===== config.mk =====
export PLATFORM = sky130hd
export DESIGN_NAME = bsm_window
export DESIGN_NICKNAME = d
export VERILOG_FILES = /design/src/bsm_pkg.sv /design/src/bsm_window.sv
export SDC_FILE = /design/constraint.sdc
export NUM_CORES = 1
export LEC_CHECK = 0
export BUFFER_PORTS_ARGS = -buffer_cell sky130_fd_sc_hd__buf_2
export CAP_MARGIN = 20
export CORE_AREA = 3 3 178 180
export DETAILED_ROUTE_END_ITERATION = 8
export DIE_AREA = 0 0 181 183
export HOLD_SLACK_MARGIN = 0.08
export REMOVE_ABC_BUFFERS = 1
export SLEW_MARGIN = 20
export SYNTH_ARGS = -nofsm -noshare
export SYNTH_HDL_FRONTEND = slang
export SYNTH_SLANG_ARGS = --single-unit

===== constraint.sdc =====
create_clock -name clk -period 10.9 [get_ports clk]
set_input_delay 1.635 -clock clk [delete_from_list [all_inputs] [get_ports clk]]
set_output_delay 1.635 -clock clk [all_outputs]
set_load 0.01 [all_outputs]

===== src/bsm_pkg.sv =====
// Shared types, constants and the divide-by-nine helper for the box smoothing block.
// No dependencies.
package bsm_pkg;

	localparam int CHAN_W      = 8;
	localparam int COORD_W     = 11;
	localparam int CFG_W       = 12;
	localparam int SUM_W       = 12;
	localparam int RECIP_W     = 13;
	localparam int RECIP_SHIFT = 16;
	localparam int MIN_WIDTH   = 3;
	localparam int TAPS        = 9;
	localparam int IN_TDATA_W  = 24;
	localparam int OUT_TDATA_W = 48;

	localparam logic [CFG_W-1:0]   CFG_RESET = 12'd640;
	// floor(2^16 / 9) + 1, exact for every sum below 2^15
	localparam logic [RECIP_W-1:0] RECIP9    = 13'd7282;

	typedef logic [CHAN_W-1:0]  chan_t;
	typedef logic [SUM_W-1:0]   sum_t;
	typedef logic [COORD_W-1:0] coord_t;

	typedef struct packed {
		chan_t blue;
		chan_t green;
		chan_t red;
	} pixel_t;

	typedef struct packed {
		pixel_t two_up;
		pixel_t one_up;
	} line_pair_t;

	typedef struct packed {
		sum_t blue;
		sum_t green;
		sum_t red;
	} sums_t;

	typedef struct packed {
		logic [1:0] pad;
		coord_t     center_col;
		coord_t     center_row;
		pixel_t     mean;
	} out_item_t;

	// Truncating divide by nine through a reciprocal multiply.
	function automatic chan_t div9(input sum_t s);
		logic [SUM_W+RECIP_W-1:0] p;
		p = (SUM_W+RECIP_W)'(s) * (SUM_W+RECIP_W)'(RECIP9);
		return p[RECIP_SHIFT +: CHAN_W];
	endfunction

endpackage


===== src/bsm_window.sv =====
// 3x3 window registers and the per-channel sums of the nine taps.
// Depends on bsm_pkg.
module bsm_window (
	input  logic            clk,
	input  logic            arst_n,
	input  logic            shift,
	input  bsm_pkg::pixel_t top,
	input  bsm_pkg::pixel_t mid,
	input  bsm_pkg::pixel_t px,
	output bsm_pkg::sums_t  sums
);
	import bsm_pkg::*;

	// prev1_q: previous column (top, middle, bottom); prev2_q: the one before
	pixel_t prev1_q [3];
	pixel_t prev2_q [3];
	pixel_t taps [TAPS];

	always_ff @(posedge clk or negedge arst_n) begin
		if (!arst_n) begin
			for (int i = 0; i < 3; i++) begin
				prev1_q[i] <= '0;
				prev2_q[i] <= '0;
			end
		end else if (shift) begin
			prev2_q    <= prev1_q;
			prev1_q[0] <= top;
			prev1_q[1] <= mid;
			prev1_q[2] <= px;
		end
	end

	always_comb begin
		taps[0] = top;
		taps[1] = mid;
		taps[2] = px;
		for (int i = 0; i < 3; i++) begin
			taps[3 + i] = prev1_q[i];
			taps[6 + i] = prev2_q[i];
		end
		sums = '0;
		for (int i = 0; i < TAPS; i++) begin
			sums.red   = sums.red   + SUM_W'(taps[i].red);
			sums.green = sums.green + SUM_W'(taps[i].green);
			sums.blue  = sums.blue  + SUM_W'(taps[i].blue);
		end
	end

endmodule


# Yosys cells after proc, flatten, opt, wreduce, memory -nomap -nowiden
# Cells that the tools add are included.
[totals]
register_bits = 144
latch_bits = 0
mem_bits_rw = 0
rom_bits = 0
in_bits = 75
output_inout_bits = 36
word_cells = 42
n_memories = 0
[op_classes]
addsub = 24
mul = 0
div = 0
n_lt_le_gt_ge = 0
n_eq_ne = 0
n_shift = 0
mux = 0
n_bitwise = 0
n_reduce_logical = 0
[op_table]
columns = ["operator", "n"]
rows = [
  ["$add 12x8->12", 12],
  ["$add 11x8->12", 3],
  ["$add 10x8->11", 3],
  ["$add 9x8->10", 3],
  ["$add 8x8->9", 3],
]

# Logic depth before layout (Yosys ltp)
[depth]
word_depth = 8
mapped_depth = 16
mapped_depth_nobuf = 16

# Worst setup path before layout
# OpenSTA, ideal clock, no wires.
[synth_timing]
path_kind = "input to output"
startpoint = "input top[10] in the netlist's numbering"
endpoint = "output sums[22] in the netlist's numbering"
t_arrival_ps = 5181
required_ps = 9265
path_slack_ps = 4084
cell_stages = 14
path_buffers = 0
path_cell_list = "inv_1 -> fa_1 -> inv_1 -> fa_1 -> fa_1 -> inv_1 -> fa_1 -> inv_1 -> ha_1 -> fa_1 -> a21oi_1 -> o211ai_1 -> o41ai_1 -> xnor2_1"
[synth_rtl]
columns = ["element", "line_no", "rtl"]
rows = [
  ["start, declared", "bsm_window.sv:7", "input bsm_pkg::pixel_t top,"],
  ["end, declared", "bsm_window.sv:10", "output bsm_pkg::sums_t sums"],
]

==> summary.txt <==
STA
  – Relative slew margins: 37.9%
  – Worst-Margin Slew: 0.931 ns
  – Period minus WS final: 7.35 ns
  – Fin crit share: 67.5%
  – Setup ws final: 3.55 ns
  – Final Skew: 0.00813 ns
  – Slew Viols, Final: 0
  – Final setup fails: 0
  – F_max: 136 MHz
  – RSZ-0062 raised after global routing: no
  – Fin. Hold Viols: 0
  – Setup TNS: 0 ns

Clocking
  – Clock latency on the worst-skew pair: 0.42 ns
  – Post-CTS Setup Repair Bufs: 0
  – Max clock buf depth: 2
  – # hold bufs at CTS: 0
  – H-Tree Depth: 4
  – Post-CTS sizing: 0
  – CTS sink cnt: 144
  – TritonCTS clock tree: yes
  – CTS Buf Count: 17
  – Root buf cell: clkbuf_16
  – Clock-pin slew on the worst setup and hold paths: 0.07 ns

Place
  – Gpl congestion: 0.744
  – Place WS: 3.57 ns
  – Hpwl dp: 14400 microns
  – Port Buffers: 110

Die
  – Initial Utilization: 34.8%
  – FP Rows: 64
  – Die area: 0.0331 sq mm
  – Die height: 183 microns
  – DIE WIDTH: 181 microns
  – IO Pins: 111
  – Core Region: 0.0303 sq mm

Setup path
  – Critical path required time: 9.27 ns
  – CP Max Fanout: 3
  – Worst setup EP type: output port
  – Crit path DAT: 5.72 ns
  – Kind of start point of the critical path: primary input
  – Crit Path Class: in2out

Detailed routing
  – DRC viols: 0
  – Remaining antenna violation count after routing: 0
  – DR vias/cell: 4.30
  – Via count: 5948
  – DR pass1 iterations: 4
  – Post-Route WL: 17900 microns
  – DRT iter0 DRCs: 240
  – DR WL/cell: 13.0 microns

Global route
  – Gr ovfl total: 0
  – GRT Total Usage: 12.0%
  – Initial antenna violation count: 1
  – Number of global-route vias before repair: 6583
  – Pin count of the biggest net entering global routing: 80
  – First-pass GRT wire length: 32000 microns

Synth
  – Seq/Total Area, Yosys: 34.1%
  – Mean area per synthesized cell: 12.3 sq um
  – Syn Inst Count: 860
  – Yosys reg bits: 144
  – Syn. warnings: 0
  – Synth top area share: 34.1%
  – Cell Area, Synth: 0.0106 sq mm
  – Largest area contributor in the synthesized netlist: dfrtp_1
  – Ranking of synthesized cells by area: dfrtp_1 (34%), fa_1 (31%), mux2_2 (14%), inv_1 (8.7%), ha_1 (4.6%)
  – Synth cell types: 35

Outcome
  – Outcome: completed

Finish
  – Share of cells above drive strength 1: 28.4%
  – Nets: 1250
  – Layout overhead on the synthesized area: 15.6%

Run
  – Max_cap viols: 0

Min path
  – Hold Path Class: reg2reg
-- cells in the mapped netlist --
master and number:
o21ai_0 20, nand2_1 18, nor2_1 17, inv_1 244
a211oi_1 3, or2_2 1, nand2b_1 1, xnor2_1 14
xor2_1 4, nor4_1 1, o41a_1 1, ha_1 39
a31oi_1 2, o311a_1 1, a211oi_2 1, nor2b_1 3
nor3_1 2, a21o_1 2, o31ai_1 1, a21o_2 1
o21bai_1 3, o22ai_1 1, dfrtp_1 144, o41ai_1 1
mux2_2 132, nand3_1 4, nor2b_4 1, o21a_1 4
o31a_1 2, clkbuf_1 3, o2111ai_2 1, a21oi_1 9
buf_2 14, o211ai_1 3, fa_1 162
-- final timing paths --
check | startpoint | end | slack, ns | cells after the start
min in group asynchronous | arst_n | prev2_q[40]$_DFFE_PN0P_ | 1.20 | 1
hold reg to reg | prev1_q[17]$_DFFE_PN0P_ | prev2_q[17]$_DFFE_PN0P_ | 0.51 | 1
hold / removal | prev1_q[17]$_DFFE_PN0P_ | prev2_q[17]$_DFFE_PN0P_ | 0.51 | 1
setup reg to reg | prev1_q[9]$_DFFE_PN0P_ | prev2_q[9]$_DFFE_PN0P_ | 10.08 | 1
max in group asynchronous | arst_n | prev2_q[13]$_DFFE_PN0P_ | 8.32 | 2
setup / recovery | top[10] | sums[22] | 3.55 | 16
-- layout make-up --
type                    instances  area [sq um]
clock buffers                  19           443
multi-input cells             455          5960
well taps                     396           495
flip-flops and latches        144          3600
fillers                      2939         18100
diodes                          1          2.50
repair buffers                112           578
inverters                     244           916
clock inverters                13           210
-- logic make-up (layout without fill, tap and decap cells) --
kind of cell / Yosys count / in the layout / synth area share, %
buffers and inverters: 261 / 388 / 9.45
adder cells (fa/ha/maj): 201 / 201 / 35.3
flip-flops: 144 / 144 / 34.1
AO/OA/AOI/OAI: 56 / 56 / 3.48
AND/OR/NAND/NOR: 48 / 48 / 2.01
XOR/XNOR: 18 / 18 / 1.49
multiplexers: 132 / 132 / 14.1
other: 0 / 1 / 0
-- cell usage in the layout (no fill, tap or decap), types with 2 or more instances in the layout --
cell and instances:
inv_1 244, fa_1 162, dfrtp_1 144, mux2_2 132
buf_2 108, ha_1 39, o21ai_0 20, nand2_1 18
nor2_1 17, clkbuf_16 17, xnor2_1 14, a21oi_1 9
bufinv_16 5, o21a_1 4, nand3_1 4, xor2_1 4
nor2b_1 3, a211oi_1 3, o211ai_1 3, o21bai_1 3
clkinv_4 3, o31a_1 2, a31oi_1 2, nor3_1 2
a21o_1 2, clkinv_2 2, clkinvlp_4 2, buf_6 2
buf_4 2
-- flip-flops by register name (all words and copies together), names as in the netlist --
name,flops
prev1_q,72
prev2_q,72
-- per-stage QoR --
stage | util (%) | hold slack (ns) | cell area, sq um | std cells
global placement | 38.1 | 0.487 | 11500 | 1351
finish | 40.2 | 0.505 | 12200 | 1384
floorplan | - | 0.479 | 10500 | 843
global route | 40.2 | 0.530 | 12200 | 1384
detailed placement | 38.1 | 0.494 | 11500 | 1351
CTS | 40.2 | 0.510 | 12200 | 1383
-- routing by layer --
metal  GRT usage (%)  wire length, microns  vias to the layer above
met1            16.5                  8400                     3016
met4            4.75                   394                        0
met3            2.34                   407                       16
met2            18.9                  8730                       70
met5               0                     0                        -
li1                -                     -                     2846
-- worst max-delay path, stage by stage --
cell and delay, ns:
buf_2 0.08, inv_1 0.05, fa_1 0.52, inv_1 0.05, fa_1 0.44, fa_1 0.49, inv_1 0.05, fa_1 0.47
inv_1 0.04, ha_1 0.26, fa_1 0.47, a21oi_1 0.21, o211ai_1 0.24, o41ai_1 0.39, xnor2_1 0.16, buf_2 0.15
Power is not shown: default switching activity piles up to over one toggle a cycle in this logic, so the estimate is an artifact.
