`config.mk`:
```
export PLATFORM = sky130hd
export DESIGN_NAME = bsm_position
export DESIGN_NICKNAME = d
export VERILOG_FILES = /design/src/bsm_pkg.sv /design/src/bsm_position.sv
export SDC_FILE = /design/constraint.sdc
export NUM_CORES = 1
export LEC_CHECK = 0
export ABC_CLOCK_PERIOD_IN_PS = 5790
export BUFFER_PORTS_ARGS = -buffer_cell sky130_fd_sc_hd__buf_2
export CORE_MARGIN = 8
export CORE_UTILIZATION = 45
export CTS_BUF_LIST = sky130_fd_sc_hd__clkbuf_8
export DETAILED_ROUTE_END_ITERATION = 10
export PLACE_DENSITY = 0.68
export SYNTH_ARGS = -nofsm -noshare
export SYNTH_HDL_FRONTEND = slang
export SYNTH_SLANG_ARGS = --single-unit
```
`constraint.sdc`:
```
create_clock -name clk -period 5.79 [get_ports clk]
set_input_delay 0 -clock clk [delete_from_list [all_inputs] [get_ports clk]]
set_output_delay 0 -clock clk [all_outputs]
set_load 0.05 [all_outputs]
```
`src/bsm_pkg.sv`:
```
// Shared types, constants and the divide-by-nine helper for the box smoothing block.
// No dependencies.
package bsm_pkg;

	localparam int CHAN_W      = 8;
	localparam int COORD_W     = 11;
	localparam int CFG_W       = 12;
	localparam int SUM_W       = 12;
	localparam int RECIP_W     = 13;
	localparam int RECIP_SHIFT = 16;
	localparam int MIN_WIDTH   = 3;
	localparam int TAPS        = 9;
	localparam int IN_TDATA_W  = 24;
	localparam int OUT_TDATA_W = 48;

	localparam logic [CFG_W-1:0]   CFG_RESET = 12'd640;
	// floor(2^16 / 9) + 1, exact for every sum below 2^15
	localparam logic [RECIP_W-1:0] RECIP9    = 13'd7282;

	typedef logic [CHAN_W-1:0]  chan_t;
	typedef logic [SUM_W-1:0]   sum_t;
	typedef logic [COORD_W-1:0] coord_t;

	typedef struct packed {
		chan_t blue;
		chan_t green;
		chan_t red;
	} pixel_t;

	typedef struct packed {
		pixel_t two_up;
		pixel_t one_up;
	} line_pair_t;

	typedef struct packed {
		sum_t blue;
		sum_t green;
		sum_t red;
	} sums_t;

	typedef struct packed {
		logic [1:0] pad;
		coord_t     center_col;
		coord_t     center_row;
		pixel_t     mean;
	} out_item_t;

	// Truncating divide by nine through a reciprocal multiply.
	function automatic chan_t div9(input sum_t s);
		logic [SUM_W+RECIP_W-1:0] p;
		p = (SUM_W+RECIP_W)'(s) * (SUM_W+RECIP_W)'(RECIP9);
		return p[RECIP_SHIFT +: CHAN_W];
	endfunction

endpackage

```
`src/bsm_position.sv`:
```
// Column and row tracking of the incoming pixel, with width clamping and row saturation.
// Depends on bsm_pkg.
module bsm_position #(
	parameter int MAX_WIDTH = 2048,
	parameter int MAX_HEIGHT = 2048,
	localparam int CW = (MAX_WIDTH > 1) ? $clog2(MAX_WIDTH) : 1,
	localparam int RW = (MAX_HEIGHT > 1) ? $clog2(MAX_HEIGHT) : 1
) (
	input  logic                       clk,
	input  logic                       arst_n,
	input  logic                       advance,
	input  logic                       frame_start,
	input  logic [bsm_pkg::CFG_W-1:0]  image_width,
	output logic [CW-1:0]              col,
	output logic [RW-1:0]              row,
	output logic                       emit
);
	import bsm_pkg::*;

	localparam int LW = ((CW + 1) > CFG_W) ? (CW + 1) : CFG_W;
	localparam logic [LW-1:0] MAXW = LW'(MAX_WIDTH);
	localparam logic [LW-1:0] MINW = LW'(MIN_WIDTH);
	localparam logic [RW-1:0] LAST_ROW = RW'(MAX_HEIGHT - 1);

	logic [CW-1:0] col_q;
	logic [RW-1:0] row_q;
	logic [LW-1:0] width_ext;
	logic [LW-1:0] eff_width;
	logic [LW-1:0] col_inc;
	logic          row_end;

	assign col = frame_start ? '0 : col_q;
	assign row = frame_start ? '0 : row_q;
	assign emit = (row >= RW'(2)) && (col >= CW'(2));

	always_comb begin
		width_ext = LW'(image_width);
		priority if (width_ext < MINW) begin
			eff_width = MINW;
		end else if (width_ext > MAXW) begin
			eff_width = MAXW;
		end else begin
			eff_width = width_ext;
		end
		col_inc = LW'(col) + LW'(1);
		row_end = col_inc >= eff_width;
	end

	always_ff @(posedge clk or negedge arst_n) begin
		if (!arst_n) begin
			col_q <= '0;
			row_q <= '0;
		end else if (advance) begin
			if (row_end) begin
				col_q <= '0;
				// hold at the last row once reached
				row_q <= (row == LAST_ROW) ? row : row + RW'(1);
			end else begin
				col_q <= CW'(col_inc);
				row_q <= row;
			end
		end
	end

endmodule

```
**Word level (Yosys, flattened, before mapping)**

Cells that the tools add are included.
Widths: inputs -> output; s select.

- Register bits after elaboration: 22
- Output and inout port bits: 23
- Word-level logic and storage cells: 18

- Add/sub/neg operators: 2
- Order comparisons: 5
- Equality and inequality tests: 1
- Multiplexer cells: 7
- Reduce and logical (&&, ||, !) cells: 1

Operator list:

| cell | count |
|---|---|
| $mux 11 | 5 |
| $mux 12 | 2 |
| $ge 11x2->1 const B | 2 |
| $add 11x1->12 const B | 1 |
| $ge 12x12->1 | 1 |
| $gt 12x12->1 const B | 1 |
| $lt 12x2->1 const B | 1 |
| $add 11x1->11 const B | 1 |
| $eq 11x11->1 const B | 1 |
| $logic_and 1x1->1 | 1 |

**Longest topological paths before layout**

- Depth after elaboration: 5
- Gate-level depth with buffers: 16

**Worst setup path after synthesis**

OpenSTA, ideal clock, no wires.

- Path kind: register -> register
- From: register col_q[1]
- To: register row_q[9]
- Data arrival time: 3.659 ns
- Data required time: 5.719 ns
- Path slack: 2.060 ns
- Cell stages (with the launch flop): 12
- Clock period less this slack: 3.730 ns
- Cell sequence: dfrtp_1 > nor2b_1 > ha_1 > nand3_1 > nor3_1 > mux2_2 > ha_1 > and4_1 > a31oi_1 > a31o_2 > or4b_1 > nand3_1

- Cells in the longest elaborated chain, start to end: 4

Ends and longest elaborated chain:

| what | line | RTL |
|---|---|---|
| start: declaration | bsm_position.sv:25 | `logic [CW-1:0] col_q;` |
| start signal: assignment | bsm_position.sv:59 | `col_q <= CW'(col_inc);` |
| $mux 11 | bsm_position.sv:32 | `assign col = frame_start ? '0 : col_q;` |
| via col[1] | bsm_position.sv:14 | `output logic [CW-1:0] col,` |
| $add 11x1->12 | bsm_position.sv:45 | `col_inc = LW'(col) + LW'(1);` |
| $ge 12x12->1 | bsm_position.sv:46 | `row_end = col_inc >= eff_width;` |
| $mux 11 | bsm_position.sv:54 | `if (row_end) begin` |
| end signal: assignment | bsm_position.sv:57 | `row_q <= (row == LAST_ROW) ? row : row + RW'(1);` |
| end signal: assignment | bsm_position.sv:60 | `row_q <= row;` |
| end: declaration | bsm_position.sv:26 | `logic [RW-1:0] row_q;` |

The timed path passes the listed nets, and every way through them passes these cells.
A chain may end at the register's enable or synchronous reset.

**Worst setup path after layout**

- From: register col_q[1]
- To: register row_q[9]

- Cells in the longest elaborated chain, start to end: 4

Ends and longest elaborated chain:

| what | line |
|---|---|
| $mux 11 | bsm_position.sv:32 |
| $add 11x1->12 | bsm_position.sv:45 |
| $ge 12x12->1 | bsm_position.sv:46 |
| $mux 11 | bsm_position.sv:54 |

Every way passes these cells.

==> results.json <==
{
  "status": "complete, no violations",
  "nFillCells": 379,
  "p_leak_nw": 1.07,
  "dp_slack_ps": 2390,
  "setup_viol": 0,
  "post_cts_buffers": 0,
  "tightest_slew_ps": 677,
  "r2r_end": "row_q[9]$_DFFE_PN0P_",
  "whs_path_depth": 2,
  "wirelength_mm": 4.68,
  "drive_gt1_frac": 0.199,
  "r2r_cells": 11,
  "dieArea_mm2": 0.00645,
  "synth_flop_cell": "dfrtp_1",
  "min_to": "row_q[10]$_DFFE_PN0P_",
  "cts_tree": "done",
  "fin_tns_setup_ps": 0,
  "synth_area_mm2": 0.00186,
  "cts_buffers": 3,
  "clk_pin_slew_ps": 70,
  "viasPerCell": 5.71,
  "cpMaxStageDelayCell": "or4b_1",
  "stdcell_area_mm2": 0.00213,
  "grt_first_pass_wirelength_mm": 8.15,
  "gp_congestion": 0.857,
  "crit_path_max_incr_delay_ps": 540,
  "r2r-start": "col_q[1]$_DFFE_PN0P_",
  "row_count": 23,
  "fin_cells": 317,
  "synth_largest_area_cell": "dfrtp_1",
  "clock_latency_ps": 260,
  "wl_per_cell_um": 14.8,
  "overflow": 0,
  "crit_arrival_ps": 3590,
  "dpl_cell_area_mm2": 0.00208,
  "hold_viol": 0,
  "relSlewSlack": 0.549,
  "synth_edf_count": 0,
  "synth_top_area_frac": 0.296,
  "fin_skew_ps": 6.87,
  "grt_max_degree": 44,
  "synth_common_cells": "nand2_1, dfrtp_1, nor2b_1",
  "placed_cells": 313,
  "hold_slack_ps": 197,
  "io_pins": 39,
  "max-vdd-ir-drop_mv": 0.157,
  "slew_viol_final": 0,
  "finalCritPeriodShare": 0.586,
  "cp_cell_sequence": "nor2b_1 -> ha_1 -> nand3_1 -> nor3_1 -> mux2_2 -> ha_1 -> and4_1 -> a31oi_1 -> a31o_2 -> or4b_1 -> nand3_1",
  "cts_hold_repair.buffers": 1,
  "power_mw": 0.340,
  "layout_setup_ws_ps": 2400,
  "ant_nets": 0,
  "ys_async_sr_fraction": 1.00,
  "cp-end-kind": "flop",
  "worstSetupStartpointType": "flop",
  "cts.sinks": 22,
  "antenna_found_initial": 0,
  "avgSynthCellArea_um2": 7.95,
  "port_buffers": 38,
  "drt_iter0_drc": 139,
  "dr.pass1.iters": 4,
  "synth_nets": 266,
  "pwr_density_cell_mw_per_mm2": 160,
  "crit_fanout": 13,
  "ys_types": 39,
  "n_antenna_cell": 0,
  "die_h_um": 80.3,
  "min_from": "frame_start",
  "seq_area_frac_synth": 0.296,
  "synth_most_common_cell": "nand2_1",
  "rsz0062_at_grt": "false",
  "drv_cap": 0,
  "min_period_ps": 3390,
  "grt_usage": 0.153,
  "yosysWarnings": 0,
  "reg2reg_slack_ps": 2400,
  "clk_path_buf_depth": 2,
  "area_growth_pct": 14.5,
  "synth_area_leaders": "dfrtp_1, ha_1, nor2b_1",
  "grt_pass1_vias": 1775,
  "cts_max_level": 1,
  "start_util": 0.465,
  "fmax_ghz": 0.295,
  "drc": 0,
  "finalNetCount": 301,
  "vias": 1809,
  "dieWidth_um": 80.3,
  "ctsRootBufferMaster": "clkbuf_8",
  "core_area_mm2": 0.00400,
  "hold_class": "input port to flop",
  "netlist_instances": 234,
  "synth_seq_cells": 22,
  "dp_hpwl_mm": 3.62,
  "worstPathRequired_ps": 5990,
  "worstSetupPathType": "flop to flop",
  "post_cts_resized": 0,
  "final_util": 0.532
}
[worst max-delay path by stage]
stage / start / cells after the start / slack (ps) / end
2_1_floorplan: col_q[1]$_DFFE_PN0P_ / 11 / 2060 / row_q[9]$_DFFE_PN0P_
3_3_place_gp: frame_start / 14 / 2490 / row_q[9]$_DFFE_PN0P_
3_5_place_dp: frame_start / 14 / 2390 / row_q[9]$_DFFE_PN0P_
4_1_cts: col_q[1]$_DFFE_PN0P_ / 11 / 2420 / row_q[9]$_DFFE_PN0P_
5_1_grt: col_q[1]$_DFFE_PN0P_ / 13 / 2080 / row_q[9]$_DFFE_PN0P_
6_report: col_q[1]$_DFFE_PN0P_ / 11 / 2400 / row_q[9]$_DFFE_PN0P_
[worst max-delay path, delay by kind of cell (launching register included)]
family                   cells  cell delay (ps)
multiplexers                 1              400
flip-flops                   1              380
AND/OR/NAND/NOR              6             1550
adder cells (fa/ha/maj)      2              550
AO/OA/AOI/OAI                2              460
[routing by layer]
layer / vias up / share of wire / GRT usage
met3: 2 / 0.067 / 0.0335
li1: 910 / - / -
met5: - / 0 / 0
met2: 64 / 0.48 / 0.254
met1: 833 / 0.45 / 0.200
met4: 0 / 0.0041 / 0.0291
[cell usage in the layout (no fill, tap or decap), types with 2 or more instances in the layout]
cell | Yosys | layout
o31ai_1 | 2 | 2
clkbuf_8 | 0 | 3
a31oi_1 | 5 | 5
and4_1 | 2 | 2
mux2_2 | 2 | 2
ha_1 | 16 | 16
a41oi_1 | 5 | 5
o22ai_1 | 6 | 6
nor3_1 | 9 | 9
a21oi_1 | 10 | 10
nand2_1 | 30 | 30
and3_1 | 4 | 4
nor2_1 | 13 | 13
nor2b_1 | 19 | 19
a31o_2 | 5 | 5
o21ai_0 | 8 | 8
dfrtp_1 | 22 | 22
inv_1 | 15 | 15
nand2b_1 | 5 | 5
xor2_1 | 3 | 3
xnor2_1 | 5 | 5
buf_2 | 4 | 38
nor4_1 | 6 | 6
nand3_1 | 17 | 17
[logic make-up after synthesis]
family,count (synthesis),synth area share
DFF,22,0.296
muxes,2,0.0121
AOI/OAI and AO/OA,45,0.161
buffers and inverters,25,0.0531
xor gates and xnor gates,8,0.0377
adders and majority gates,16,0.108
and+or+nand+nor,116,0.332
[state kept, by name (all words and copies together), names as in the netlist]
register	count
col_q	11
row_q	11
[layout make-up]
cell class / instances / area, um^2 / area share
Multi-Input combinational cell: 187 / 1210 / 0.569
Timing Repair Buffer: 40 / 208 / 0.0975
Clock buffer: 3 / 41.3 / 0.0194
Inverter: 15 / 56.3 / 0.0264
Tap cell: 50 / 62.6 / 0.0294
Sequential cell: 22 / 551 / 0.259
[power breakdown]
group | internal (mW) | leakage, nW | switching [mW]
Combinational | 0.0286 | 0.746 | 0.0565
Clock | 0.0463 | 0.0216 | 0.0439
Sequential | 0.160 | 0.303 | 0.00482
Total | 0.234 | 1.07 | 0.105
(Power assumes the default switching activity.)
